==> src/sv/prfc_pkg.sv <==
`timescale 1ns / 1ps
`default_nettype none
// ----------------------------------------------------------------------------
// prfc_pkg
// Shared types and constants for the FIFO / clock page replacement core.
// ----------------------------------------------------------------------------
package prfc_pkg;

   localparam int FRAMES_DEF    = 128;
   localparam int PAGE_BITS_DEF = 12;
   localparam int SLOT_BITS     = 7;
   localparam int CSR_DATA_BITS = 8;
   localparam int CSR_IDX_BITS  = 1;

   localparam logic [CSR_IDX_BITS-1:0] CSR_POLICY = 1'b0;
   localparam logic [CSR_IDX_BITS-1:0] CSR_FRAMES = 1'b1;

   localparam logic                     POLICY_RST = 1'b1;
   localparam logic [CSR_DATA_BITS-1:0] FRAMES_RST = 8'd128;

   typedef enum logic [2:0] {
      ST_IDLE,
      ST_LOOK,
      ST_EMPTY,
      ST_CLOCK,
      ST_READ,
      ST_DONE
   } state_type;

endpackage
`default_nettype wire

==> src/sv/prfc_page_store.sv <==
`timescale 1ns / 1ps
`default_nettype none
// ----------------------------------------------------------------------------
// prfc_page_store
// Resident page table: one write port, one registered read port.
// ----------------------------------------------------------------------------
module prfc_page_store #(
   parameter int DEPTH = prfc_pkg::FRAMES_DEF,
   parameter int WIDTH = prfc_pkg::PAGE_BITS_DEF
) (
   input  wire logic                     clock,
   input  wire logic                     rd_en,
   input  wire logic [$clog2(DEPTH)-1:0] rd_addr,
   output logic      [WIDTH-1:0]         rd_data,
   input  wire logic                     wr_en,
   input  wire logic [$clog2(DEPTH)-1:0] wr_addr,
   input  wire logic [WIDTH-1:0]         wr_data
);

   logic [WIDTH-1:0] mem [DEPTH];
   logic [WIDTH-1:0] rd_data_ff;

   always_ff @(posedge clock) begin
      if (wr_en) begin
         mem[wr_addr] <= wr_data;
      end
      if (rd_en) begin
         rd_data_ff <= mem[rd_addr];
      end
   end

   assign rd_data = rd_data_ff;

endmodule
`default_nettype wire

==> src/sv/page_replacement_fifo_clock_core.sv <==
`timescale 1ns / 1ps
`default_nettype none
// ----------------------------------------------------------------------------
// page_replacement_fifo_clock_core
// Fully associative page lookup with FIFO or clock second-chance victim
// selection, stepped one frame per cycle by a small sequencer.
// ----------------------------------------------------------------------------
//  channel  | dir | handshake            | word
//  req_     | in  | req_valid/req_ready  | page_number
//  rsp_     | out | rsp_valid/rsp_ready  | hit, frame_slot, evicted_valid/page
//  csr_     | in  | csr_we               | index 0 policy, 1 frames_in_use
//
//  The lookup walks the page store one read per cycle, then the empty scan
//  and clock sweep step one slot per cycle on one shared incrementer.
//  Reset clears all valid and reference bits at once; no clearing pass.
//  A new word is taken once the previous one is in the output register,
//  even while that result still waits for rsp_ready.
// ----------------------------------------------------------------------------
module page_replacement_fifo_clock_core #(
   parameter int FRAMES    = prfc_pkg::FRAMES_DEF,
   parameter int PAGE_BITS = prfc_pkg::PAGE_BITS_DEF
) (
   input  wire logic                               clock,
   input  wire logic                               reset,
   input  wire logic                               req_valid,
   output logic                                    req_ready,
   input  wire logic [PAGE_BITS-1:0]               req_page_number,
   output logic                                    rsp_valid,
   input  wire logic                               rsp_ready,
   output logic                                    rsp_hit,
   output logic      [prfc_pkg::SLOT_BITS-1:0]     rsp_frame_slot,
   output logic                                    rsp_evicted_valid,
   output logic      [PAGE_BITS-1:0]               rsp_evicted_page,
   input  wire logic                               csr_we,
   input  wire logic [prfc_pkg::CSR_IDX_BITS-1:0]  csr_index,
   input  wire logic [prfc_pkg::CSR_DATA_BITS-1:0] csr_wdata
);

   localparam int SW = $clog2(FRAMES);
   localparam int CW = $clog2(FRAMES + 1);
   localparam int NW = (CW > prfc_pkg::CSR_DATA_BITS) ? CW : prfc_pkg::CSR_DATA_BITS;

   prfc_pkg::state_type state_ff, state_in;

   logic                               policy_ff, policy_in;
   logic [prfc_pkg::CSR_DATA_BITS-1:0] frames_ff, frames_in;
   logic [FRAMES-1:0]                  valid_ff, valid_in;
   logic [FRAMES-1:0]                  ref_ff, ref_in;
   logic [SW-1:0]                      hand_ff, hand_in;
   logic [PAGE_BITS-1:0]               page_ff, page_in;
   logic [CW-1:0]                      idx_ff, idx_in;
   logic [SW-1:0]                      rd_idx_ff, rd_idx_in;
   logic                               rd_v_ff, rd_v_in;
   logic [SW-1:0]                      s_ff, s_in;
   logic [CW-1:0]                      i_ff, i_in;
   logic [SW-1:0]                      victim_ff, victim_in;
   logic                               hit_ff, hit_in;
   logic                               rsp_valid_ff, rsp_valid_in;

   logic                               rsp_hit_ff;
   logic [prfc_pkg::SLOT_BITS-1:0]     rsp_slot_ff;
   logic                               rsp_ev_ff;
   logic [PAGE_BITS-1:0]               rsp_page_ff;

   logic                               mem_rd_en, mem_wr_en;
   logic [SW-1:0]                      mem_rd_addr;
   logic [PAGE_BITS-1:0]               mem_rd_data;

   logic [NW-1:0]                      frames_w, n_w;
   logic [CW-1:0]                      n;
   logic [SW-1:0]                      start;
   logic [SW-1:0]                      step_opnd, step_next;
   logic [CW-1:0]                      step_sum;
   logic                               issue, look_hit, out_free, load_rsp, ev;

   prfc_page_store #(
      .DEPTH (FRAMES),
      .WIDTH (PAGE_BITS)
   ) u_store (
      .clock   (clock),
      .rd_en   (mem_rd_en),
      .rd_addr (mem_rd_addr),
      .rd_data (mem_rd_data),
      .wr_en   (mem_wr_en),
      .wr_addr (victim_ff),
      .wr_data (page_ff)
   );

   // active frame count and clamped start slot
   always_comb begin
      frames_w = NW'(frames_ff);
      if (frames_w == '0) begin
         n_w = NW'(1);
      end else if (frames_w > NW'(FRAMES)) begin
         n_w = NW'(FRAMES);
      end else begin
         n_w = frames_w;
      end
      n     = CW'(n_w);
      start = (CW'(hand_ff) >= n) ? '0 : hand_ff;
   end

   // shared wrap-around slot incrementer
   assign step_opnd = (state_ff == prfc_pkg::ST_DONE) ? victim_ff : s_ff;
   assign step_sum  = CW'(step_opnd) + CW'(1);
   assign step_next = (step_sum >= n) ? '0 : step_sum[SW-1:0];

   assign issue    = (idx_ff < n);
   assign look_hit = rd_v_ff && valid_ff[rd_idx_ff] && (mem_rd_data == page_ff);
   assign out_free = !rsp_valid_ff || rsp_ready;
   assign ev       = !hit_ff && valid_ff[victim_ff];

   always_comb begin
      state_in     = state_ff;
      policy_in    = policy_ff;
      frames_in    = frames_ff;
      valid_in     = valid_ff;
      ref_in       = ref_ff;
      hand_in      = hand_ff;
      page_in      = page_ff;
      idx_in       = idx_ff;
      rd_idx_in    = rd_idx_ff;
      rd_v_in      = 1'b0;
      s_in         = s_ff;
      i_in         = i_ff;
      victim_in    = victim_ff;
      hit_in       = hit_ff;
      rsp_valid_in = rsp_valid_ff && !rsp_ready;
      mem_rd_en    = 1'b0;
      mem_rd_addr  = idx_ff[SW-1:0];
      mem_wr_en    = 1'b0;
      load_rsp     = 1'b0;

      if (csr_we) begin
         unique case (csr_index)
            prfc_pkg::CSR_POLICY: policy_in = csr_wdata[0];
            prfc_pkg::CSR_FRAMES: frames_in = csr_wdata;
         endcase
      end

      unique case (state_ff)
         prfc_pkg::ST_IDLE: begin
            if (req_valid) begin
               page_in  = req_page_number;
               idx_in   = '0;
               state_in = prfc_pkg::ST_LOOK;
            end
         end
         prfc_pkg::ST_LOOK: begin
            mem_rd_en = issue;
            rd_idx_in = idx_ff[SW-1:0];
            rd_v_in   = issue;
            if (issue) begin
               idx_in = idx_ff + CW'(1);
            end
            if (look_hit) begin
               victim_in = rd_idx_ff;
               hit_in    = 1'b1;
               state_in  = prfc_pkg::ST_DONE;
            end else if (idx_ff == n) begin
               hit_in   = 1'b0;
               s_in     = start;
               i_in     = '0;
               state_in = prfc_pkg::ST_EMPTY;
            end
         end
         prfc_pkg::ST_EMPTY: begin
            if (!valid_ff[s_ff]) begin
               victim_in = s_ff;
               state_in  = prfc_pkg::ST_READ;
            end else if (i_ff == n - CW'(1)) begin
               if (policy_ff) begin
                  s_in     = start;
                  state_in = prfc_pkg::ST_CLOCK;
               end else begin
                  victim_in = start;
                  state_in  = prfc_pkg::ST_READ;
               end
            end else begin
               s_in = step_next;
               i_in = i_ff + CW'(1);
            end
         end
         prfc_pkg::ST_CLOCK: begin
            if (!ref_ff[s_ff]) begin
               victim_in = s_ff;
               state_in  = prfc_pkg::ST_READ;
            end else begin
               ref_in[s_ff] = 1'b0;
               s_in         = step_next;
            end
         end
         prfc_pkg::ST_READ: begin
            mem_rd_en   = 1'b1;
            mem_rd_addr = victim_ff;
            state_in    = prfc_pkg::ST_DONE;
         end
         prfc_pkg::ST_DONE: begin
            if (out_free) begin
               load_rsp     = 1'b1;
               rsp_valid_in = 1'b1;
               state_in     = prfc_pkg::ST_IDLE;
               if (hit_ff) begin
                  if (policy_ff) begin
                     ref_in[victim_ff] = 1'b1;
                  end
               end else begin
                  mem_wr_en           = 1'b1;
                  valid_in[victim_ff] = 1'b1;
                  ref_in[victim_ff]   = 1'b1;
                  hand_in             = step_next;
               end
            end
         end
         default: state_in = prfc_pkg::ST_IDLE;
      endcase
   end

   always_ff @(posedge clock) begin
      if (reset) begin
         state_ff     <= prfc_pkg::ST_IDLE;
         policy_ff    <= prfc_pkg::POLICY_RST;
         frames_ff    <= prfc_pkg::FRAMES_RST;
         valid_ff     <= '0;
         ref_ff       <= '0;
         hand_ff      <= '0;
         idx_ff       <= '0;
         rd_v_ff      <= 1'b0;
         s_ff         <= '0;
         i_ff         <= '0;
         victim_ff    <= '0;
         hit_ff       <= 1'b0;
         rsp_valid_ff <= 1'b0;
      end else begin
         state_ff     <= state_in;
         policy_ff    <= policy_in;
         frames_ff    <= frames_in;
         valid_ff     <= valid_in;
         ref_ff       <= ref_in;
         hand_ff      <= hand_in;
         idx_ff       <= idx_in;
         rd_v_ff      <= rd_v_in;
         s_ff         <= s_in;
         i_ff         <= i_in;
         victim_ff    <= victim_in;
         hit_ff       <= hit_in;
         rsp_valid_ff <= rsp_valid_in;
      end
   end

   always_ff @(posedge clock) begin
      page_ff   <= page_in;
      rd_idx_ff <= rd_idx_in;
      if (load_rsp) begin
         rsp_hit_ff  <= hit_ff;
         rsp_slot_ff <= prfc_pkg::SLOT_BITS'(victim_ff);
         rsp_ev_ff   <= ev;
         rsp_page_ff <= ev ? mem_rd_data : '0;
      end
   end

   assign req_ready         = (state_ff == prfc_pkg::ST_IDLE);
   assign rsp_valid         = rsp_valid_ff;
   assign rsp_hit           = rsp_hit_ff;
   assign rsp_frame_slot    = rsp_slot_ff;
   assign rsp_evicted_valid = rsp_ev_ff;
   assign rsp_evicted_page  = rsp_page_ff;

`ifndef SYNTHESIS
   a_hit_no_evict: assert property (@(posedge clock) disable iff (reset)
      rsp_valid && rsp_hit |-> !rsp_evicted_valid)
      else $error("hit word reports an eviction");

   a_evict_page_zero: assert property (@(posedge clock) disable iff (reset)
      rsp_valid && !rsp_evicted_valid |-> rsp_evicted_page == '0)
      else $error("evicted page nonzero without eviction");

   a_busy_after_accept: assert property (@(posedge clock) disable iff (reset)
      req_valid && req_ready |=> !req_ready)
      else $error("ready held after accepting a word");

   a_clock_needs_policy: assert property (@(posedge clock) disable iff (reset)
      state_ff == prfc_pkg::ST_CLOCK |-> policy_ff)
      else $error("clock sweep entered in FIFO mode");
`endif

endmodule
`default_nettype wire

==> config.mk <==
export PLATFORM = sky130hd
export DESIGN_NAME = page_replacement_fifo_clock_core
export DESIGN_NICKNAME = d
export VERILOG_FILES = /design/src/sv/prfc_pkg.sv /design/src/sv/prfc_page_store.sv /design/src/sv/page_replacement_fifo_clock_core.sv
export SDC_FILE = /design/constraint.sdc
export NUM_CORES = 2
export LEC_CHECK = 0
export ABC_AREA = 1
export BUFFER_PORTS_ARGS = -buffer_cell sky130_fd_sc_hd__clkbuf_2
export CORE_ASPECT_RATIO = 0.5
export CORE_MARGIN = 3
export CORE_UTILIZATION = 45
export DETAILED_ROUTE_END_ITERATION = 10
export PLACE_DENSITY = 0.66
export SLEW_MARGIN = 0
export SYNTH_ARGS = -nofsm -noshare
export SYNTH_HDL_FRONTEND = slang
export SYNTH_HIERARCHICAL = 1
export SYNTH_SLANG_ARGS = --single-unit
==> constraint.sdc <==
create_clock -name clock -period 11.2 [get_ports clock]
set_clock_uncertainty 0.1 [all_clocks]
set_input_delay 1.12 -clock clock [delete_from_list [all_inputs] [get_ports clock]]
set_output_delay 1.12 -clock clock [all_outputs]
set_load 0.02 [all_outputs]
Yosys cells after proc, flatten, opt, wreduce, memory -nomap -nowiden
Memory sizes are Yosys's and may differ from the RTL's. A register that Yosys moved wholly into a read port is not among the register bits.
Index checks and enable logic that the tools add are counted.
{ "totals": {"register_bits": 348, "elab_cells": 157, "in_bits": 26, "output_inout_bits": 23, "mem_count": 1, "latch_bits": 0, "mem_bits_ro": 0, "ramBits": 1536} }
{ "mem_list": {"columns": ["name", "words", "word_bits", "rd", "rd_clocked_by_memory_dff", "write_ports", "line_no", "rtl"], "rows": [
  ["u_store.mem", 128, 12, 1, 1, 1, "prfc_page_store.sv:20", "logic [WIDTH-1:0] mem [DEPTH];"]
]} }
{ "op_classes": {"shifts": 0, "n_bitwise": 7, "n_addsub": 4, "n_mul": 0, "n_mux": 65, "magnitude_cmp": 9, "div": 0, "n_eq_ne": 23, "n_reduce_logical": 29} }
{ "ops": {"columns": ["cell", "count"], "rows": [
  ["$mux W128", 4],
  ["$or A128 B128 Y128", 2],
  ["$pmux W128 S2", 1],
  ["$and A128 B128 Y128", 1],
  ["$not A128 Y128", 1],
  ["$mux W7", 15],
  ["$mux W8", 8],
  ["$pmux W7 S3", 2],
  ["$pmux W8 S2", 2],
  ["$bmux W1 S7", 4],
  ["$lt A7 B8 Y1 const B", 3],
  ["$mux W3", 8],
  ["$ne A2 B2 Y1 const B", 10],
  ["$pmux W3 S6", 1],
  ["$mux W1", 17],
  ["$add A8 B1 Y8 const B", 2],
  ["$eq A8 B8 Y1", 2],
  ["$ne A3 B3 Y1 const B", 5],
  ["$reduce_and A5 Y1", 3],
  ["$demux W1 S7", 2],
  ["$ge A7 B1 Y1 const B", 2],
  ["$eq A12 B12 Y1", 1],
  ["$add A7 B1 Y8 const B", 1],
  ["$ge A7 B8 Y1", 1],
  ["21 further kinds", 39]
]} }

Logic depth before layout (Yosys ltp)
{ "depth": {"depth_word": 9, "ltp_mapped": 25, "depth_no_buf": 23} }

Cells and area by module
Netlist, hierarchy kept.
{ "modules_own_cells": {"columns": ["module", "instances", "area_per_inst_um2", "cells_per_inst", "seq_area_each_um2"], "rows": [
  ["prfc_page_store", 1, 62872.8, 5265, 46484.6],
  ["page_replacement_fifo_clock_core", 1, 21644.5, 3603, 7367.1]
]} }

Worst setup path before layout
Ideal clock, no wire load.
{ "synth_timing": {"kind": "input to register", "from": "in rsp_ready", "to": "mem u_store/mem[105][0] in the netlist's numbering, enable pin", "setup_slack_ns": 7.409, "n_path_buf": 4, "setup_ns": 0.380, "stages": 8, "t_arrival_ns": 3.311, "required_ns": 10.720, "cell_sequence": "nor2_1 -> nor3_1 -> clkbuf_1 -> buf_2 -> clkbuf_1 -> nand2_1 -> clkbuf_1 -> nor2_1"} }
{ "synth_between": {"elab_chain_len": 5} }
{ "synth_lines": {"columns": ["element", "line_no", "rtl"], "rows": [
  ["start: declaration", "page_replacement_fifo_clock_core.sv:29", "input wire logic rsp_ready,"],
  ["$logic_or A1 B1 Y1", "page_replacement_fifo_clock_core.sv:110", "assign out_free = !rsp_valid_ff || rsp_ready;"],
  ["$mux W1", "page_replacement_fifo_clock_core.sv:199", "if (out_free) begin"],
  ["$mux W1", "page_replacement_fifo_clock_core.sv:141", "unique case (state_ff)"],
  ["named net mem_wr_en", "page_replacement_fifo_clock_core.sv:65", "logic mem_rd_en, mem_wr_en;"],
  ["$mux W1", "prfc_page_store.sv:24", "if (wr_en) begin"],
  ["$mux W1 (not written as such)", "prfc_page_store.sv:25", "mem[wr_addr] <= wr_data;"],
  ["end: declaration", "prfc_page_store.sv:20", null]
]} }
The timed path passes the listed nets, and every way through them passes these cells.

Worst setup path after layout
{ "layout_timing": {"from": "reg state_ff[0]", "to": "reg u_store.rd_data_ff[11] (netlist: u_store/rd_data[11]) (read register of u_store.mem), data pin"} }
{ "layout_between": {"elab_chain_len": 2} }
{ "layout_lines": {"columns": ["element", "line_no", "rtl"], "rows": [
  ["start: declaration", "page_replacement_fifo_clock_core.sv:43", "prfc_pkg::state_type state_ff, state_in;"],
  ["start signal: assignment", "page_replacement_fifo_clock_core.sv:221", "state_ff <= prfc_pkg::ST_IDLE;"],
  ["start signal: assignment", "page_replacement_fifo_clock_core.sv:235", "state_ff <= state_in;"],
  ["$eq A3 B3 Y1", "page_replacement_fifo_clock_core.sv:141", null],
  ["$mux W7", "page_replacement_fifo_clock_core.sv:141", null],
  ["named net mem_rd_addr[0]", "page_replacement_fifo_clock_core.sv:66", "logic [SW-1:0] mem_rd_addr;"],
  ["end: declaration", "prfc_page_store.sv:21", "logic [WIDTH-1:0] rd_data_ff;"]
]} }
The timed path passes the listed nets, and every way through them passes these cells.
A chain may end at the register's enable or synchronous reset.

==> run_results.csv <==
group,metric,value,unit
worst_hold_path,min_to,"valid_ff[54]$_SDFFE_PP0P_",
worst_hold_path,hold_start,"valid_ff[54]$_SDFFE_PP0P_",
pwr,leakagePower,32.79,nW
layout,drive_gt1_share,6.326,%
grt,antenna_found_initial,3,
clock_tree,clk_path_buf_depth,4,
clock_tree,htreeDepth,4,
sta,fin_crit,5.768,ns
pwr,ir_worst_vdd,0.2231,mV
worst_setup_path,arrival,6.38,ns
worst_setup_path,crit_type,"reg -> reg",
floorplan,die_w,618.9,um
place,dp_hpwl,143600,um
logic_synthesis,avgSynthCellArea,9.531,um2
worst_setup_path,startpoint_type,"register",
clock_tree,cts_sinks,1896,
place,gp_congestion,0.9056,
worst_setup_path,reg2reg_depth,17,
place,portBuffers,48,
layout,area_growth,9.227,%
clock_tree,cts-root-buf,"clkbuf_16",
detailed_routing,route.met2.wl,113100,um
clock_tree,cts-resized-gates,0,
clock_tree,cts_setup_buffers,0,
detailed_routing,routedWlPerCell,22.37,um
detailed_routing,route.met3.wl,29460,um
detailed_routing,drt_pass1_iterations,6,
detailed_routing,vias_per_cell,5.703,
flow_run,cap_violations,1,
pwr,p_switching,7.545,mW
worst_setup_path,timing.rr.end,"u_store/rd_data[11]$_DFFE_PP_",
floorplan,ioPinCount,49,
sta,hold_ws,0.3860,ns
worst_setup_path,r2r_start,"state_ff[0]$_SDFFE_PP0P_",
logic_synthesis,syn-num-nets,8921,
worst_setup_path,r2r_slack,5.43,ns
sta,tightest_slew,1.542,ns
worst_setup_path,cpPeakStageDelay,0.76,ns
worst_setup_path,crit_path_end_kind,"register",
detailed_routing,drt_iter0_drc,8513,
sta,post-route-period-util,51.50,%
logic_synthesis,ys_warn_count,6,
pwr,power_frac_comb,29.9,%
sta,setup_viol,0,
logic_synthesis,yosys.cell_types.count,51,
grt,grt_max_degree,230,
pwr,cellInternalPower,12.83,mW
worst_setup_path,slowest_stage,"buf_4",
place,postPlaceCellArea,86670,um2
logic_synthesis,syn_inst,8868,
grt,grt_pass1_vias,59299,
clock_tree,path_clk_slew,0.07,ns
logic_synthesis,synth-edff-count,1588,
clock_tree,cts_buffers,178,
grt,grt_remaining_overflow,0,
sta,tns,0,ns
detailed_routing,vias,64854,
floorplan,die_area,193400,um2
grt,grt_pass1_wl,379200,um
floorplan,rows,111,
detailed_routing,dr.max_layer_used,"met5",
floorplan,core,184900,um2
layout,final_area,92320,um2
logic_synthesis,synth-main-ff-cell,"edfxtp_1",
floorplan,die_h,312.4,um
worst_setup_path,worstPathCellList,"nor2_1 > nand2_1 > nand2_1 > o21ai_4 > buf_4 > buf_12 > buf_4 > nand2_1 > nand3_1 > nand3_1 > nand3_1 > nand2_1 > nand2_1 > nand3_1 > nand2_1 > nand2_1 > nand2_1",
clock_tree,tritoncts,"done",
clock_tree,holdBufCountCts,0,
grt,track_usage,25.61,%
worst_setup_path,crit_path_frequent_cell,"nand2_1",
logic_synthesis,ys_seq_area_share,63.72,%
pwr,powerDensity,220.7,nW/um2
logic_synthesis,syn-cell-area,84520,um2
pwr,power.share.clock,29.7,%
worst_hold_path,hold_depth,2,
detailed_routing,drtAntennaViolNets,0,
sta,max_freq,173.4,MHz
layout,final_common_cell,"nand2_1",
pwr,p_sw_share,37.04,%
status,violations,"max-capacitance violations, max-slew violations",
sta,drv_slew,10,
sta,slew_headroom,-3.373,%
floorplan,initial_utilization,45.72,%
detailed_routing,wirelength,254400,um
status,status,"finished with violations",
worst_setup_path,cp_max_fo,188,
sta,rsz0062_at_grt,"no",
layout,layout_common_cells,"nand2_1 (3092), nand3_1 (1679), edfxtp_1 (1588)",
worst_hold_path,hp-class,"reg -> reg",
pwr,seqPwrFrac,40.5,%
logic_synthesis,ys_ff_latch,1896,
sta,hold_viol_final,0,
clock_tree,clk-insertion-delay-late,0.85,ns
logic_synthesis,ys_async_sr_fraction,0,%
detailed_routing,drc,0,
worst_setup_path,cp.required,11.81,ns
detailed_routing,met1_length,103400,um
layout,final_nets,8799,
-- flip-flops by register name, indices dropped and copies added (netlist names), 3 cells and up --
register and flops:
ref_ff 128, s_ff 7, valid_ff 128, rsp_evicted_page 12, rd_idx_ff 7, hand_ff 7, idx_ff 8, u_store/mem 1536
victim_ff 7, rsp_frame_slot 7, page_ff 12, frames_ff 8, i_ff 8, u_store/rd_data 12, state_ff 3
-- per-layer routing --
layer	vias to the layer above	track usage [%]
li1	29832	-
met5	-	0
met1	30907	36.67
met3	527	5.295
met4	4	8.626
met2	3584	38.82
-- cell usage after synthesis, types with 3 or more instances --
cell / count / area share (%)
a21oi_1: 306 / 1.8
a22oi_1: 4 / 0.036
buf_1: 53 / 0.24
buf_2: 220 / 1.3
buf_4: 62 / 0.55
buf_6: 57 / 0.76
buf_8: 4 / 0.071
clkbuf_1: 155 / 0.69
clkinv_1: 5 / 0.022
dfxtp_1: 308 / 7.3
edfxtp_1: 1588 / 56
ha_1: 27 / 0.40
inv_1: 335 / 1.5
inv_2: 11 / 0.049
nand2_1: 3092 / 14
nand2_2: 4 / 0.030
nand3_1: 1685 / 10
nand3_2: 4 / 0.047
nand4_1: 15 / 0.11
nor2_1: 589 / 2.6
nor2_2: 7 / 0.052
nor3_1: 25 / 0.15
nor3b_1: 5 / 0.044
o2111ai_1: 3 / 0.031
o211ai_1: 3 / 0.027
o21ai_0: 139 / 0.82
o21ai_1: 68 / 0.40
o21bai_1: 3 / 0.027
o221ai_1: 3 / 0.031
o22ai_1: 43 / 0.32
o41ai_1: 7 / 0.073
xnor2_1: 4 / 0.041
xor2_1: 11 / 0.11
-- through the flow --
stage | setup WS, ns | power (mW) | utilization [%] | cells
final | 5.432 | 20.37 | 49.94 | 11372
after global routing | 5.191 | 21.22 | 49.94 | 11370
after CTS | 5.588 | 20.30 | 49.93 | 11369
after detailed placement | 5.589 | 14.33 | 46.88 | 11051
after global placement | 5.647 | 14.27 | 46.88 | 11051
after floorplan | 7.409 | 12.38 | - | 8868
-- cell families after synthesis --
group	share of synthesized area, %
adder cells (fa/ha/maj)	0.3997
XOR/XNOR	0.1821
flip-flops	63.72
AND/OR/NAND/NOR	26.86
buffers and inverters	5.174
AO/OA/AOI/OAI	3.663
-- cell type report --
type	instances	area, um2
Multi-Input combinational cell	6069	26480
Tap cell	2486	3110
Timing Repair Buffer	249	1877
Antenna cell	2	5.005
Fill cell	16662	92540
Clock buffer	226	4748
Inverter	352	1354
Clock inverter	92	887.1
Sequential cell	1896	53860
-- worst max-delay path: cells and delay by family (launching register included) --
kind | cells | cell delay [ns]
AO/OA/AOI/OAI | 1 | 0.19
flip-flops | 1 | 0.49
AND/OR/NAND/NOR | 13 | 2.27
buffers and inverters | 3 | 2.17
-- worst max-delay path by stage --
| stage | to | slack (ns) | start |
|---|---|---|---|
| 2_1_floorplan | u_store/mem[105][0]$_DFFE_PP_ | 7.41 | rsp_ready |
| 3_5_place_dp | u_store/rd_data[11]$_DFFE_PP_ | 5.59 | state_ff[0]$_SDFFE_PP0P_ |
| 5_1_grt | u_store/rd_data[11]$_DFFE_PP_ | 5.19 | state_ff[0]$_SDFFE_PP0P_ |
| 3_3_place_gp | u_store/rd_data[5]$_DFFE_PP_ | 5.65 | state_ff[0]$_SDFFE_PP0P_ |
| 4_1_cts | u_store/rd_data[11]$_DFFE_PP_ | 5.59 | state_ff[0]$_SDFFE_PP0P_ |
| 6_report | u_store/rd_data[11]$_DFFE_PP_ | 5.43 | state_ff[0]$_SDFFE_PP0P_ |
-- power by group through the flow --
| stage | clock network (mW) | registers [mW] | logic [mW] |
|---|---|---|---|
| after floorplan | 0 | 8.51 | 3.87 |
| after global placement | 0 | 8.38 | 5.89 |
| after detailed placement | 0 | 8.38 | 5.95 |
| after CTS | 6.10 | 8.23 | 5.97 |
| after global routing | 6.39 | 8.24 | 6.59 |
| final | 6.04 | 8.24 | 6.09 |
No activity file was read; power rests on OpenSTA's default activity.
